[src/rtl/wmof_pkg.sv]
`default_nettype none

package wmof_pkg;

    localparam int CHANNELS = 6;
    localparam int WINDOW   = 20;

    localparam int CH_W     = 3;
    localparam int SAMPLE_W = 32;
    localparam int ABS_W    = 31;
    localparam int FRAC_W   = 16;
    localparam int CFG_W    = 31;
    localparam int CFG_IDX_W = 2;

    // per-channel counters
    localparam int CNT_W = $clog2(WINDOW + 1);
    localparam int PTR_W = $clog2(WINDOW);

    // ring store and double-banked sorted store
    localparam int WIN_DEPTH  = CHANNELS * WINDOW;
    localparam int WIN_AW     = $clog2(WIN_DEPTH);
    localparam int SORT_DEPTH = 2 * WIN_DEPTH;
    localparam int SORT_AW    = $clog2(SORT_DEPTH);

    localparam int PROD_W = SAMPLE_W + FRAC_W;

    // configuration register indexes
    localparam logic [CFG_IDX_W-1:0] REG_MODE_MASK = 2'd0;
    localparam logic [CFG_IDX_W-1:0] REG_ABS_THR   = 2'd1;
    localparam logic [CFG_IDX_W-1:0] REG_REL_FRAC  = 2'd2;

    localparam logic [CHANNELS-1:0] MODE_MASK_RST = CHANNELS'(56);
    localparam logic [ABS_W-1:0]    ABS_THR_RST   = ABS_W'(3277);
    localparam logic [FRAC_W-1:0]   REL_FRAC_RST  = FRAC_W'(3277);

    typedef struct packed {
        logic                valid;
        logic [CH_W-1:0]     ch;
        logic [SAMPLE_W-1:0] sample;
        logic [SAMPLE_W-1:0] median;
        logic                rel;
    } judge_req_t;

    typedef struct packed {
        logic                valid;
        logic [CH_W-1:0]     ch;
        logic [SAMPLE_W-1:0] filtered;
        logic                replaced;
    } judge_res_t;

    function automatic logic [WIN_AW-1:0] win_addr(input logic [CH_W-1:0] ch,
                                                  input logic [PTR_W-1:0] slot);
        return WIN_AW'(WIN_AW'(ch) * WIN_AW'(WINDOW)) + WIN_AW'(slot);
    endfunction

    function automatic logic [SORT_AW-1:0] sort_addr(input logic bank,
                                                    input logic [CH_W-1:0] ch,
                                                    input logic [PTR_W-1:0] slot);
        logic [SORT_AW-1:0] base;
        base = bank ? SORT_AW'(WIN_DEPTH) : '0;
        return base + SORT_AW'(SORT_AW'(ch) * SORT_AW'(WINDOW)) + SORT_AW'(slot);
    endfunction

endpackage

`default_nettype wire

[src/rtl/wmof_judge.sv]
`default_nettype none

module wmof_judge import wmof_pkg::*; (
    input  wire logic              clk,
    input  wire logic              rst_n,
    input  wire judge_req_t        req,
    input  wire logic [ABS_W-1:0]  abs_thr,
    input  wire logic [FRAC_W-1:0] rel_frac,
    output judge_res_t             res
);

    logic [SAMPLE_W:0]   diff;
    logic [SAMPLE_W:0]   diff_neg;
    logic [SAMPLE_W:0]   med_ext;
    logic [SAMPLE_W:0]   med_neg;
    logic [SAMPLE_W-1:0] dev;
    logic [SAMPLE_W-1:0] mag;

    logic                s1_valid_reg;
    logic [SAMPLE_W-1:0] s1_dev_reg;
    logic [PROD_W-1:0]   s1_prod_reg;
    logic                s1_rel_reg;
    logic [CH_W-1:0]     s1_ch_reg;
    logic [SAMPLE_W-1:0] s1_sample_reg;
    logic [SAMPLE_W-1:0] s1_median_reg;

    logic [SAMPLE_W-1:0] thr;
    logic                reject;

    logic                res_valid_reg;
    logic [CH_W-1:0]     res_ch_reg;
    logic [SAMPLE_W-1:0] res_filtered_reg;
    logic                res_replaced_reg;

    // exact 33-bit deviation and median magnitude
    always_comb
    begin
        med_ext  = {req.median[SAMPLE_W-1], req.median};
        diff     = {req.sample[SAMPLE_W-1], req.sample} - med_ext;
        diff_neg = '0 - diff;
        med_neg  = '0 - med_ext;
        dev      = diff[SAMPLE_W] ? diff_neg[SAMPLE_W-1:0] : diff[SAMPLE_W-1:0];
        mag      = med_ext[SAMPLE_W] ? med_neg[SAMPLE_W-1:0] : med_ext[SAMPLE_W-1:0];
    end

    always_comb
    begin
        thr    = s1_rel_reg ? s1_prod_reg[PROD_W-1:FRAC_W] : {1'b0, abs_thr};
        reject = s1_dev_reg > thr;
    end

    always_ff @(posedge clk or negedge rst_n)
    begin
        if (!rst_n)
        begin
            s1_valid_reg  <= 1'b0;
            res_valid_reg <= 1'b0;
        end
        else
        begin
            s1_valid_reg  <= req.valid;
            res_valid_reg <= s1_valid_reg;
        end
    end

    always_ff @(posedge clk)
    begin
        if (req.valid)
        begin
            s1_dev_reg    <= dev;
            s1_prod_reg   <= PROD_W'(mag) * PROD_W'(rel_frac);
            s1_rel_reg    <= req.rel;
            s1_ch_reg     <= req.ch;
            s1_sample_reg <= req.sample;
            s1_median_reg <= req.median;
        end
        if (s1_valid_reg)
        begin
            res_ch_reg       <= s1_ch_reg;
            res_filtered_reg <= reject ? s1_median_reg : s1_sample_reg;
            res_replaced_reg <= reject;
        end
    end

    assign res.valid    = res_valid_reg;
    assign res.ch       = res_ch_reg;
    assign res.filtered = res_filtered_reg;
    assign res.replaced = res_replaced_reg;

endmodule

`default_nettype wire

[config.mk]
export PLATFORM = sky130hd
export DESIGN_NAME = wmof_judge
export DESIGN_NICKNAME = d
export VERILOG_FILES = /design/src/rtl/wmof_pkg.sv /design/src/rtl/wmof_judge.sv
export SDC_FILE = /design/constraint.sdc
export NUM_CORES = 1
export LEC_CHECK = 0
export ABC_CLOCK_PERIOD_IN_PS = 5300
export BUFFER_PORTS_ARGS = -buffer_cell sky130_fd_sc_hd__buf_4
export CAP_MARGIN = 30
export CELL_PAD_IN_SITES_DETAIL_PLACEMENT = 0
export CELL_PAD_IN_SITES_GLOBAL_PLACEMENT = 1
export CORE_ASPECT_RATIO = 1.75
export CORE_MARGIN = 2
export CORE_UTILIZATION = 50
export CTS_CLUSTER_DIAMETER = 120
export DETAILED_ROUTE_END_ITERATION = 16
export GPL_ROUTABILITY_DRIVEN = 0
export HOLD_SLACK_MARGIN = 0.02
export PLACE_DENSITY_LB_ADDON = 0.1
export RECOVER_POWER = 100
export SYNTH_ARGS = -nofsm -noshare
export SYNTH_HDL_FRONTEND = slang
export SYNTH_SLANG_ARGS = --single-unit
[constraint.sdc]
create_clock -name clk -period 5.3 [get_ports clk]
set_clock_uncertainty 0.15 [all_clocks]
set_input_delay 1.06 -clock clk [delete_from_list [all_inputs] [get_ports clk]]
set_output_delay 1.06 -clock clk [all_outputs]
set_load 0.01 [all_outputs]
==> qor.json <==
{
  "outcome": {
    "run_status": "finished, violations left",
    "failed_checks": "negative setup slack"
  },
  "timing": {
    "number_of_hold_violations_in_the_final_report": 0,
    "slew-limit-headroom_pct": 38.3,
    "max_freq_mhz": 122,
    "worst_slack_ns": -2.91,
    "final.period_utilization_pct": 155,
    "report.final.setup_viol": 32,
    "worst-slew-pin-transition_ns": 0.925,
    "final_max_slew_violation_count": 0,
    "fin_crit_ns": 8.21,
    "unrepaired_setup_endpoints_after_global_routing": "true"
  },
  "clock_network": {
    "cts_max_path_buffers": 2,
    "clk-insertion-delay-late_ns": 0.45,
    "clock_pin_slew_worst_setup_and_hold_paths_ns": 0.07,
    "cts_made_buffers": 17,
    "cts_max_level": 4,
    "tritoncts": "yes",
    "cts-hold-fix-buffers": 0,
    "cts_root_buffer": "clkbuf_16",
    "cts.sinks": 170
  },
  "synth": {
    "share_of_synthesized_registers_carrying_an_async_set_or_reset_pct": 1.18,
    "mappedNetlistArea_um2": 25000,
    "synth_area_per_cell_um2": 9.92,
    "synth_largest_area_cell": "fa_1",
    "synth_seq_area_share_pct": 20.4,
    "yosys_most_used_dff": "edfxtp_1",
    "synthDominantCellAreaShare_pct": 33.5,
    "mappedNetlistNets": 3236,
    "synth.lib_cells_used.distinct": 78,
    "synth.top_cells.by_area": "fa_1 34%, edfxtp_1 20%, ha_1 9.2%",
    "synth_warnings": 0,
    "netlist_instances": 2517,
    "postSynthRegisterBits": 170,
    "synth_edf_count": 168
  },
  "worst_setup_path": {
    "critPathLaunch": "req[13]",
    "crit-reg2reg-capture": "res_filtered_reg[6]",
    "required_ns": 5.35,
    "arrival_ns": 8.26,
    "critical_path.slowest_cell": "fa_1",
    "worst_path_most_repeated_cell": "fa_1",
    "crit_path_max_fanout": 4,
    "critPathCapture": "s1_prod_reg[40]",
    "crit-reg2reg-launch": "s1_rel_reg",
    "path_class": "primary input to register",
    "r2r_cells": 16,
    "reg2reg_setup_slack_ns": 0.88,
    "startpoint_class_of_the_critical_path": "primary input",
    "slowest_delay_ns": 0.57,
    "cp-end-kind": "register"
  },
  "floorplanning": {
    "design.die.area_um2": 51800,
    "chipHeight_um": 300,
    "rows": 108,
    "floorplan.io_pins": 155,
    "core_area_um2": 49500,
    "dieWidth_um": 173,
    "initial_core_utilization_pct": 50.5
  },
  "drt": {
    "detail-route-antenna-nets": 0,
    "detail_route.iter0.violations": 905,
    "detailroute.via_count": 19400,
    "totalWireLength_um": 75000,
    "wire_per_inst_um": 20.6,
    "dr.pass1.iters": 5,
    "detail_route.vias_per_cell": 5.34,
    "detail_route.drc_violations": 0
  },
  "grt": {
    "grt_use_total_pct": 29.8,
    "antenna_violations_before_repair": 0,
    "grt_max_degree": 71,
    "number_of_global_route_vias_before_repair": 21600,
    "grt_first_pass_wirelength_um": 118000,
    "grt_overflow_total": 0
  },
  "placement": {
    "dpl.hpwl_um": 62900,
    "placement.io_buffers": 154,
    "place_worst_setup_slack_ns": -3.70
  },
  "flow_run": {
    "timing.max_cap.violations": 0
  },
  "finish": {
    "area.growth.synth_to_final_pct": 25.0,
    "num_antenna_cells": 0,
    "number_of_nets_in_the_layout": 3679,
    "most_frequent_cells_in_the_layout": "462 x inv_1, 432 x buf_4, 399 x fa_1",
    "final_layout_size_suffix_gt1_share_pct": 25.3,
    "layout.cells.most_common": "inv_1"
  },
  "min_path": {
    "hold_class": "primary input to async pin"
  }
}
==> per-layer routing <==
metal | global-route usage, % | routed length, um
met1 | 31.8 | 26600
met2 | 57.6 | 41900
met3 | 2.79 | 2290
met4 | 15.4 | 4210
met5 | 0 | 0
==> stage by stage <==
step                      utilization (%)  hold WS [ns]  std cells  area [um^2]  setup TNS, ns
after floorplan                         -         0.250       2517        25500         -78.53
after global placement               59.8         0.257       3559        29600        -102.21
after detailed placement             59.8         0.258       3559        29600        -105.77
after CTS                            62.5         0.216       3618        30900         -82.64
after global routing                 63.1         0.222       3633        31200         -90.12
final                                63.1         0.233       3633        31200         -82.06
==> critical path, delay by kind of cell <==
kind | cells | cell delay (ns)
buffers and inverters | 7 | 0.73
adder cells (fa/ha/maj) | 7 | 3.13
XOR/XNOR | 2 | 0.34
AO/OA/AOI/OAI | 10 | 1.74
AND/OR/NAND/NOR | 6 | 1.27
==> synth_stat cells (all sizes together) (9+ instances only) <==
cell,n
nand4,15
xnor2,76
nor2b,12
a31oi,12
nor3,12
buf,12
nor4,9
fa,418
o21bai,11
mux2,34
o21a,15
edfxtp,168
and2,219
mux2i,30
inv,484
nor2,39
o31ai,21
o21ai,50
a21oi,65
xor2,30
ha,183
a21o,38
nand2,347
nand3,21
clkbuf,92
or3,12
==> final cells by class <==
type	count	area [um^2]
Sequential cell	170	5100
Fill cell	4161	18200
Inverter	484	1820
Timing Repair Buffer	528	4090
Tap cell	660	826
Clock buffer	18	429
Clock inverter	14	159
Multi-Input combinational cell	1759	18800
==> cell families after synthesis <==
group                    share of synthesized area (%)
XOR/XNOR                                          3.75
adder cells (fa/ha/maj)                           42.7
buffers and inverters                             8.90
AND/OR/NAND/NOR                                   14.4
multiplexers                                      2.74
AO/OA/AOI/OAI                                     7.15
flip-flops                                        20.4
==> what timing repair did <==
action / in CTS / in global routing
endpoints found under the hold margin: 0 / 0
cloned: 1 / 0
buffers inserted: 32 / 18
endpoints found under the setup margin: 32 / 33
resized for setup: 104 / 96
pin swaps: 81 / 53
==> worst min path at each step <==
| stage | from | end |
|---|---|---|
| after CTS | rst_n | s1_valid_reg |
| after floorplan | s1_ch_reg[0] | res_ch_reg[0] |
| after global placement | s1_ch_reg[1] | res_ch_reg[1] |
| after detailed placement | s1_ch_reg[2] | res_ch_reg[2] |
| final | rst_n | res_valid_reg |
| after global routing | rst_n | s1_valid_reg |
Power is not shown: default switching activity piles up to over one toggle a cycle in this logic, so the estimate is an artifact.
